File: config.mk
export PLATFORM = sky130hd
export DESIGN_NAME = space_to_tab_compressor_unit_flat
export DESIGN_NICKNAME = d
export VERILOG_FILES = /design/src/stc_pkg.sv /design/src/stc_intf.sv /design/src/stc_front.sv /design/src/stc_queue.sv /design/src/stc_back.sv /design/src/space_to_tab_compressor_unit.sv /design/src/flat_wrapper.sv
export SDC_FILE = /design/constraint.sdc
export NUM_CORES = 1
export LEC_CHECK = 0
export ABC_CLOCK_PERIOD_IN_PS = 5020
export BUFFER_PORTS_ARGS = -buffer_cell sky130_fd_sc_hd__buf_2
export CAP_MARGIN = 20
export CORE_MARGIN = 10
export CORE_UTILIZATION = 64
export DETAILED_ROUTE_END_ITERATION = 6
export PLACE_DENSITY = 0.9
export RECOVER_POWER = 25
export SETUP_SLACK_MARGIN = 0.3
export SKIP_LAST_GASP = 1
export SLEW_MARGIN = 5
export SYNTH_ARGS = -nofsm -noshare
export SYNTH_HDL_FRONTEND = slang
export SYNTH_SLANG_ARGS = --single-unit
File: constraint.sdc
create_clock -name clk_i -period 5.02 [get_ports clk_i]
set_input_delay 1.004 -clock clk_i [delete_from_list [all_inputs] [get_ports clk_i]]
set_output_delay 1.004 -clock clk_i [all_outputs]
set_load 0.01 [all_outputs]
File: src/stc_pkg.sv
// ----------------------------------------------------------------------------
// stc_pkg
// Shared types and character codes for the space-to-tab compressor.
// ----------------------------------------------------------------------------
package stc_pkg;

  localparam int unsigned CharW = 8;
  localparam int unsigned CfgW  = 5;

  typedef logic [CharW-1:0] char_t;
  typedef logic [CfgW-1:0]  cfg_t;

  localparam char_t CH_TAB     = 8'h09;
  localparam char_t CH_NEWLINE = 8'h0A;
  localparam char_t CH_BLANK   = 8'h20;

  localparam cfg_t TAB_WIDTH_RESET = 5'd8;

endpackage

File: src/stc_intf.sv
// ----------------------------------------------------------------------------
// stc_intf
// Valid/ready channels for input text, output text and the tab width write.
// ----------------------------------------------------------------------------
interface stc_in_if import stc_pkg::*; ();
  logic  valid;
  logic  ready;
  char_t in_char;
  logic  end_text;

  modport source (output valid, output in_char, output end_text, input ready);
  modport sink (input valid, input in_char, input end_text, output ready);
endinterface

interface stc_out_if import stc_pkg::*; ();
  logic  valid;
  logic  ready;
  char_t out_char;
  logic  run_last;
  logic  text_done;

  modport source (output valid, output out_char, output run_last, output text_done,
                  input ready);
  modport sink (input valid, input out_char, input run_last, input text_done,
                output ready);
endinterface

interface stc_cfg_if import stc_pkg::*; ();
  logic valid;
  logic ready;
  cfg_t tab_width;

  modport source (output valid, output tab_width, input ready);
  modport sink (input valid, input tab_width, output ready);
endinterface

File: src/stc_front.sv
// ----------------------------------------------------------------------------
// stc_front
// Accepts text bytes, tracks held blanks and the tab stop column, and issues
// one emit command per byte that produces output.
// ----------------------------------------------------------------------------
module stc_front import stc_pkg::*; #(
  parameter int unsigned MaxTabWidth = 16
) (
  input  logic                             clk_i,
  input  logic                             rst_ni,
  input  logic                             cfg_valid_i,
  input  cfg_t                             cfg_tab_width_i,
  input  logic                             in_valid_i,
  input  char_t                            in_char_i,
  input  logic                             in_end_text_i,
  output logic                             in_ready_o,
  output logic                             cmd_valid_o,
  output logic [$clog2(MaxTabWidth)+CharW+1:0] cmd_o,
  input  logic                             cmd_ready_i
);

  localparam int unsigned CntW  = $clog2(MaxTabWidth);
  localparam int unsigned TwW   = $clog2(MaxTabWidth + 1);
  localparam int unsigned StopW = $clog2(2 * MaxTabWidth);

  typedef struct packed {
    logic [CntW-1:0] blanks;
    logic            has_char;
    char_t           ch;
    logic            last_text;
  } cmd_t;

  cfg_t             tab_width_q;
  logic [TwW-1:0]   eff_width;
  logic [StopW-1:0] stop_q, stop_d, stop_sum, width_ext;
  logic [CntW-1:0]  pend_q, pend_d;
  logic             reduce, accept, blank_tab;
  cmd_t             cmd;

  always_comb begin
    if (tab_width_q == '0) begin
      eff_width = TwW'(1);
    end else if (int'(tab_width_q) > MaxTabWidth) begin
      eff_width = TwW'(MaxTabWidth);
    end else begin
      eff_width = TwW'(tab_width_q);
    end
  end

  assign width_ext  = StopW'(eff_width);
  assign reduce     = stop_q >= width_ext;
  assign in_ready_o = !reduce && cmd_ready_i;
  assign accept     = in_valid_i && in_ready_o;
  assign stop_sum   = stop_q + StopW'(pend_q) + StopW'(1);
  assign blank_tab  = stop_sum >= width_ext;

  always_comb begin
    stop_d         = stop_q;
    pend_d         = pend_q;
    cmd.blanks     = '0;
    cmd.has_char   = 1'b1;
    cmd.ch         = in_char_i;
    cmd.last_text  = in_end_text_i;
    cmd_valid_o    = 1'b0;
    if (reduce) begin
      stop_d = stop_q - width_ext;
    end else if (accept) begin
      case (in_char_i)
        CH_BLANK: begin
          if (blank_tab) begin
            cmd.ch      = CH_TAB;
            cmd_valid_o = 1'b1;
            stop_d      = '0;
            pend_d      = '0;
          end else if (in_end_text_i) begin
            cmd.blanks   = pend_q + CntW'(1);
            cmd.has_char = 1'b0;
            cmd_valid_o  = 1'b1;
            stop_d       = '0;
            pend_d       = '0;
          end else begin
            pend_d = pend_q + CntW'(1);
          end
        end
        CH_TAB: begin
          cmd_valid_o = 1'b1;
          stop_d      = '0;
          pend_d      = '0;
        end
        default: begin
          cmd.blanks  = pend_q;
          cmd_valid_o = 1'b1;
          pend_d      = '0;
          if (in_end_text_i || in_char_i == CH_NEWLINE) begin
            stop_d = '0;
          end else begin
            stop_d = stop_sum;
          end
        end
      endcase
    end
  end

  assign cmd_o = cmd;

  always_ff @(posedge clk_i or negedge rst_ni) begin
    if (!rst_ni) begin
      tab_width_q <= TAB_WIDTH_RESET;
      stop_q      <= '0;
      pend_q      <= '0;
    end else begin
      if (cfg_valid_i) begin
        tab_width_q <= cfg_tab_width_i;
      end
      stop_q <= stop_d;
      pend_q <= pend_d;
    end
  end

endmodule

File: src/stc_queue.sv
// ----------------------------------------------------------------------------
// stc_queue
// Two-entry command queue between the front and the back.
// ----------------------------------------------------------------------------
module stc_queue #(
  parameter int unsigned Width = 8
) (
  input  logic             clk_i,
  input  logic             rst_ni,
  input  logic             push_valid_i,
  input  logic [Width-1:0] push_data_i,
  output logic             push_ready_o,
  output logic             pop_valid_o,
  output logic [Width-1:0] pop_data_o,
  input  logic             pop_ready_i
);

  logic [Width-1:0] entry_q [2];
  logic             wr_ptr_q, rd_ptr_q;
  logic [1:0]       count_q;
  logic             push, pop;

  assign push_ready_o = count_q != 2'd2;
  assign pop_valid_o  = count_q != 2'd0;
  assign pop_data_o   = entry_q[rd_ptr_q];
  assign push         = push_valid_i && push_ready_o;
  assign pop          = pop_valid_o && pop_ready_i;

  always_ff @(posedge clk_i) begin
    if (push) begin
      entry_q[wr_ptr_q] <= push_data_i;
    end
  end

  always_ff @(posedge clk_i or negedge rst_ni) begin
    if (!rst_ni) begin
      wr_ptr_q <= 1'b0;
      rd_ptr_q <= 1'b0;
      count_q  <= 2'd0;
    end else begin
      if (push) begin
        wr_ptr_q <= !wr_ptr_q;
      end
      if (pop) begin
        rd_ptr_q <= !rd_ptr_q;
      end
      if (push && !pop) begin
        count_q <= count_q + 2'd1;
      end else if (pop && !push) begin
        count_q <= count_q - 2'd1;
      end
    end
  end

endmodule

File: src/stc_back.sv
// ----------------------------------------------------------------------------
// stc_back
// Carries out emit commands: the held blanks first, then the byte if any,
// one word per cycle unless the output stalls, into a registered output.
// ----------------------------------------------------------------------------
module stc_back import stc_pkg::*; #(
  parameter int unsigned MaxTabWidth = 16
) (
  input  logic                                 clk_i,
  input  logic                                 rst_ni,
  input  logic                                 cmd_valid_i,
  input  logic [$clog2(MaxTabWidth)+CharW+1:0] cmd_i,
  output logic                                 cmd_ready_o,
  output logic                                 out_valid_o,
  output char_t                                out_char_o,
  output logic                                 out_run_last_o,
  output logic                                 out_text_done_o,
  input  logic                                 out_ready_i
);

  localparam int unsigned CntW = $clog2(MaxTabWidth);

  typedef struct packed {
    logic [CntW-1:0] blanks;
    logic            has_char;
    char_t           ch;
    logic            last_text;
  } cmd_t;

  cmd_t            cmd_in, cur_q;
  logic            cur_valid_q, out_valid_q;
  logic [CntW-1:0] rem_q;
  logic            emit_blank, last, advance, load;
  char_t           out_char_q;
  logic            run_last_q, text_done_q;

  assign cmd_in      = cmd_i;
  assign emit_blank  = rem_q != '0;
  assign last        = emit_blank ? (rem_q == CntW'(1) && !cur_q.has_char) : 1'b1;
  assign advance     = cur_valid_q && (!out_valid_q || out_ready_i);
  assign cmd_ready_o = !cur_valid_q || (advance && last);
  assign load        = cmd_valid_i && cmd_ready_o;

  always_ff @(posedge clk_i or negedge rst_ni) begin
    if (!rst_ni) begin
      cur_valid_q <= 1'b0;
      out_valid_q <= 1'b0;
      rem_q       <= '0;
    end else begin
      if (load) begin
        cur_valid_q <= 1'b1;
        rem_q       <= cmd_in.blanks;
      end else if (advance && last) begin
        cur_valid_q <= 1'b0;
      end else if (advance && emit_blank) begin
        rem_q <= rem_q - CntW'(1);
      end
      if (advance) begin
        out_valid_q <= 1'b1;
      end else if (out_ready_i) begin
        out_valid_q <= 1'b0;
      end
    end
  end

  always_ff @(posedge clk_i) begin
    if (load) begin
      cur_q <= cmd_in;
    end
    if (advance) begin
      out_char_q  <= emit_blank ? CH_BLANK : cur_q.ch;
      run_last_q  <= last;
      text_done_q <= last && cur_q.last_text;
    end
  end

  assign out_valid_o     = out_valid_q;
  assign out_char_o      = out_char_q;
  assign out_run_last_o  = run_last_q;
  assign out_text_done_o = text_done_q;

endmodule

File: src/space_to_tab_compressor_unit.sv
// ----------------------------------------------------------------------------
// space_to_tab_compressor_unit
// Blank-to-tab conversion on a byte stream with a programmable tab width.
// ----------------------------------------------------------------------------
// The block takes one text byte per accepted word and emits the bytes it
// causes, one output word per cycle while the output is ready, with run_last
// on the last one and text_done on the last byte of a text. The front accepts
// a byte while the two-entry command queue has room. After a byte brings the
// column to the tab width or beyond, and after the tab width is lowered, the
// front subtracts the tab width from the column until it is below the width
// before it accepts again. The back emits a byte that flushes k held blanks
// as k blank words and then the byte, and a byte's first output word passes
// through the queue entry, the back's command register and its output
// register. Ordinary text pauses to wrap the column at each tab stop, while
// a flush keeps the back busy and the input stops once the queue is full.
// ----------------------------------------------------------------------------
module space_to_tab_compressor_unit import stc_pkg::*; #(
  parameter int unsigned MAX_TAB_WIDTH = 16
) (
  input  logic      clk_i,
  input  logic      rst_ni,
  stc_cfg_if.sink   cfg_i,
  stc_in_if.sink    in_i,
  stc_out_if.source out_o
);

  localparam int unsigned CmdW = $clog2(MAX_TAB_WIDTH) + CharW + 2;

  logic            front_valid, front_ready, back_valid, back_ready;
  logic [CmdW-1:0] front_cmd, back_cmd;

  assign cfg_i.ready = 1'b1;

  stc_front #(
    .MaxTabWidth (MAX_TAB_WIDTH)
  ) u_front (
    .clk_i           (clk_i),
    .rst_ni          (rst_ni),
    .cfg_valid_i     (cfg_i.valid),
    .cfg_tab_width_i (cfg_i.tab_width),
    .in_valid_i      (in_i.valid),
    .in_char_i       (in_i.in_char),
    .in_end_text_i   (in_i.end_text),
    .in_ready_o      (in_i.ready),
    .cmd_valid_o     (front_valid),
    .cmd_o           (front_cmd),
    .cmd_ready_i     (front_ready)
  );

  stc_queue #(
    .Width (CmdW)
  ) u_queue (
    .clk_i        (clk_i),
    .rst_ni       (rst_ni),
    .push_valid_i (front_valid),
    .push_data_i  (front_cmd),
    .push_ready_o (front_ready),
    .pop_valid_o  (back_valid),
    .pop_data_o   (back_cmd),
    .pop_ready_i  (back_ready)
  );

  stc_back #(
    .MaxTabWidth (MAX_TAB_WIDTH)
  ) u_back (
    .clk_i           (clk_i),
    .rst_ni          (rst_ni),
    .cmd_valid_i     (back_valid),
    .cmd_i           (back_cmd),
    .cmd_ready_o     (back_ready),
    .out_valid_o     (out_o.valid),
    .out_char_o      (out_o.out_char),
    .out_run_last_o  (out_o.run_last),
    .out_text_done_o (out_o.text_done),
    .out_ready_i     (out_o.ready)
  );

endmodule

File: src/flat_wrapper.sv
// flat-port wrapper written by rule: the top's interface ports become plain ports
module space_to_tab_compressor_unit_flat import stc_pkg::*;
#(
  parameter int unsigned MAX_TAB_WIDTH = 16
)
  (clk_i, rst_ni, cfg_i_valid, cfg_i_tab_width, cfg_i_ready, in_i_valid, in_i_in_char, in_i_end_text, in_i_ready, out_o_valid, out_o_out_char, out_o_run_last, out_o_text_done, out_o_ready);
  stc_cfg_if cfg_i_i ();
  stc_in_if in_i_i ();
  stc_out_if out_o_i ();
  input  logic clk_i;
  input  logic rst_ni;
  input wire logic [$bits(cfg_i_i.valid)-1:0] cfg_i_valid;
  input wire logic [$bits(cfg_i_i.tab_width)-1:0] cfg_i_tab_width;
  output wire logic [$bits(cfg_i_i.ready)-1:0] cfg_i_ready;
  input wire logic [$bits(in_i_i.valid)-1:0] in_i_valid;
  input wire logic [$bits(in_i_i.in_char)-1:0] in_i_in_char;
  input wire logic [$bits(in_i_i.end_text)-1:0] in_i_end_text;
  output wire logic [$bits(in_i_i.ready)-1:0] in_i_ready;
  output wire logic [$bits(out_o_i.valid)-1:0] out_o_valid;
  output wire logic [$bits(out_o_i.out_char)-1:0] out_o_out_char;
  output wire logic [$bits(out_o_i.run_last)-1:0] out_o_run_last;
  output wire logic [$bits(out_o_i.text_done)-1:0] out_o_text_done;
  input wire logic [$bits(out_o_i.ready)-1:0] out_o_ready;
  assign cfg_i_i.valid = cfg_i_valid;
  assign cfg_i_i.tab_width = cfg_i_tab_width;
  assign cfg_i_ready = cfg_i_i.ready;
  assign in_i_i.valid = in_i_valid;
  assign in_i_i.in_char = in_i_in_char;
  assign in_i_i.end_text = in_i_end_text;
  assign in_i_ready = in_i_i.ready;
  assign out_o_valid = out_o_i.valid;
  assign out_o_out_char = out_o_i.out_char;
  assign out_o_run_last = out_o_i.run_last;
  assign out_o_text_done = out_o_i.text_done;
  assign out_o_i.ready = out_o_ready;
  space_to_tab_compressor_unit #(.MAX_TAB_WIDTH(MAX_TAB_WIDTH)) u_core (.clk_i(clk_i), .rst_ni(rst_ni), .cfg_i(cfg_i_i), .in_i(in_i_i), .out_o(out_o_i));
endmodule
==> impl_metrics.env <==
export IMPL_status="finished, final reports clean"
export IMPL_min_period_over_period=0.824
export IMPL_antenna_left=0
export IMPL_cts_htree_levels=3
export IMPL_maxCapViolCount=0
export IMPL_async_flop_share=0.333
export IMPL_ir_drop_v=0.000358
export IMPL_setup_tns_ps=0
export IMPL_synth_net_count=333
export IMPL_die_h_um=94.8
export IMPL_vias_per_cell=5.77
export IMPL_dr_total_vias=2320
export IMPL_crit_start="u_core.u_front.tab_width_q[4]"
export IMPL_drive_gt1_frac=0.185
export IMPL_insertedDiodeCount=0
export IMPL_min_path_cells=1
export IMPL_yosysTopAreaCell="edfxtp_1"
export IMPL_ioPinCount=32
export IMPL_reg2reg_depth=8
export IMPL_max_clock_freq_mhz=242
export IMPL_fin_skew_ps=12.0
export IMPL_grt_pass1_vias=2257
export IMPL_cts_root_buf="clkbuf_8"
export IMPL_grt_max_degree=25
export IMPL_rsz0062_at_grt="false"
export IMPL_rr_startpoint="u_core.u_front.tab_width_q[4]"
export IMPL_yosysTopAreaCellShare=0.402
export IMPL_min_from="u_core.u_back.cur_valid_q"
export IMPL_critPathMaxFanout=11
export IMPL_worstSetupStartpointType="flip-flop"
export IMPL_nets=363
export IMPL_hold_violations=0
export IMPL_start_util=0.655
export IMPL_hold_buffers=0
export IMPL_gp_congestion=0.890
export IMPL_track_usage=0.159
export IMPL_hp_class="flip-flop to flip-flop"
export IMPL_clock_latency_ps=350
export IMPL_yosysUniqueCellTypes=50
export IMPL_synth_edf_count=48
export IMPL_placed_cell_area_um2=3770
export IMPL_use_met1=0.187
export IMPL_rows=27
export IMPL_min_to="u_core.u_back.out_valid_o"
export IMPL_crit_arrival_ps=3130
export IMPL_synth_area_leaders="edfxtp_1 (40%), dfrtp_1 (16%), ha_1 (5.9%)"
export IMPL_worst_r2r_endpoint="u_core.u_queue.entry_q[1][13]"
export IMPL_path_clk_slew_ps=80
export IMPL_dr_pass1_iters=4
export IMPL_fill_cells=351
export IMPL_fin_hold_ws_ps=489
export IMPL_power_mw=2.16
export IMPL_routed_wl_mm=6.93
export IMPL_postSynthCellCount=295
export IMPL_use_met3=0.0492
export IMPL_slew_viol_final=0
export IMPL_syn_area_um2=3580
export IMPL_yosysSeqAreaShare=0.570
export IMPL_grt_pass1_wl_mm=11.0
export IMPL_crit_type="flip-flop to output pin"
export IMPL_r2r_slack_ps=1530
export IMPL_top_usage_layer="met2"
export IMPL_period_needed_ps=4140
export IMPL_syn_area_per_cell_um2=12.1
export IMPL_clock_sinks=72
export IMPL_setup_ws_ps=884
export IMPL_synth_seq_cells=72
export IMPL_clockBufferDepth=2
export IMPL_post_drt_wl_per_cell_um=17.2
export IMPL_area_growth_pct=11.5
export IMPL_final_core_util=0.730
export IMPL_end_kind="output pin"
export IMPL_synth_ff_type="edfxtp_1"
export IMPL_grt_overflow=0
export IMPL_portBuffers=30
export IMPL_cts_tree="done"
export IMPL_die_w_um=94.8
export IMPL_tightest_slew_ps=1330
export IMPL_grtUsageMet2=0.268
export IMPL_dp_hpwl_mm=4.84
export IMPL_p_leak_nw=1.64
export IMPL_pwr_density_cell_nw_per_um2=540
export IMPL_postCtsResizedCells=0
export IMPL_post_cts_setup_buffer_count=0
export IMPL_maxSlewHeadroom=0.117
export IMPL_die_area_um2=8990
export IMPL_place_inst=385
export IMPL_drt_iter0_drc=145
export IMPL_dp_slack_ps=1190
export IMPL_core_area_um2=5470
export IMPL_ys_warn_count=0
export IMPL_layout_cells_non_filler=402
export IMPL_antenna_found_initial=0
export IMPL_setup_violations=0
export IMPL_cp_required_ps=4020
export IMPL_stdcell_area_um2=4000
export IMPL_drc=0
export IMPL_cts_buffers_inserted=9
==> logic make-up after synthesis <==
kind of cell    Yosys count  synth area share
simple gates             94             0.147
flops                    72             0.570
compound gates           42            0.0761
buf+inv                  31            0.0346
fa+ha+maj                21            0.0761
mux                      21            0.0635
xor+xnor                 13            0.0318
other cells               1           0.00105
==> cell usage after synthesis (all sizes together) (2+ instances only) <==
cell     number
a21o          2
nand3b        2
xnor2         7
nand2        16
a31oi         3
or2           3
ha           17
a2111oi       2
maj3          2
and2          8
xor2          6
nand3         8
inv          19
o21ai        12
or3           2
nor2         16
edfxtp       48
fa            2
o211ai        2
dfrtp        23
a21oi        10
nor2b         7
a221o         5
and3         11
nor3b         2
mux2         14
and2b         2
nor3          6
mux2i         7
clkbuf        7
buf           5
nand2b        7
==> cells in the final DEF (no fill, tap or decap), drive strengths merged, types with 2 or more instances in the layout <==
| cell | count |
|---|---|
| a31oi | 3 |
| inv | 21 |
| and2b | 2 |
| or3 | 2 |
| mux2i | 7 |
| nor3 | 6 |
| fa | 2 |
| nor2 | 16 |
| dfrtp | 23 |
| o211ai | 2 |
| nor3b | 2 |
| a221o | 5 |
| bufinv | 2 |
| o21ai | 12 |
| xor2 | 6 |
| and3 | 11 |
| and2 | 8 |
| xnor2 | 7 |
| nand3 | 8 |
| nor2b | 7 |
| ha | 17 |
| a21o | 2 |
| nand2 | 16 |
| nand2b | 7 |
| a2111oi | 2 |
| or2 | 3 |
| nand3b | 2 |
| clkinv | 2 |
| buf | 23 |
| edfxtp | 48 |
| maj3 | 2 |
| clkbuf | 17 |
| mux2 | 14 |
| a21oi | 10 |
==> per-layer routing <==
layer,up-vias,share of wire
li1,1125,-
met1,1112,0.40
met2,68,0.51
met3,15,0.063
met4,0,0.021
met5,-,0
==> worst max-delay path, stage by stage, from the launching register on <==
cell	delay, ps
dfrtp_1	420
inv_1	140
nand2_1	100
ha_1	380
a21oi_1	250
o21ai_1	100
maj3_1	430
a21oi_1	620
and2_1	230
buf_2	130
==> how the worst max path moves through the flow <==
| stage | to | cells past startpoint | slack, ps |
|---|---|---|---|
| after floorplan | u_core.u_queue.entry_q[0][0] | 11 | 1780 |
| after global placement | u_core.u_queue.entry_q[0][5] | 9 | 1350 |
| after detailed placement | u_core.u_queue.entry_q[0][8] | 9 | 1190 |
| after CTS | in_i_ready | 9 | 910 |
| after global routing | in_i_ready | 9 | 700 |
| final | in_i_ready | 9 | 880 |
==> power by group <==
part | internal (mW) | switching, mW
combinational | 0.324 | 0.421
clock | 0.285 | 0.227
sequential | 0.798 | 0.101
==> flip-flops by register name, indices dropped and copies added, names as in the netlist <==
name	cells
u_core.u_queue.entry_q	28
u_core.u_back.cur_q	10
u_core.u_back.out_char_o	8
u_core.u_front.stop_q	5
u_core.u_front.tab_width_q	5
u_core.u_back.rem_q	4
u_core.u_front.pend_q	4
u_core.u_queue.count_q	2
u_core.u_back.cur_valid_q	1
u_core.u_back.out_run_last_o	1
u_core.u_back.out_text_done_o	1
u_core.u_back.out_valid_o	1
u_core.u_queue.rd_ptr_q	1
u_core.u_queue.wr_ptr_q	1
==> area by class of cell <==
class / instances / area, um2 / area share
sequential: 72 / 2040 / 0.511
multi-input combinational: 192 / 1420 / 0.355
timing repair buffer: 31 / 148 / 0.0370
clock buffer: 9 / 124 / 0.0310
clock inverter: 7 / 103 / 0.0257
tap: 72 / 90.1 / 0.0225
inverter: 19 / 71.3 / 0.0179
(Power assumes the default switching activity.)
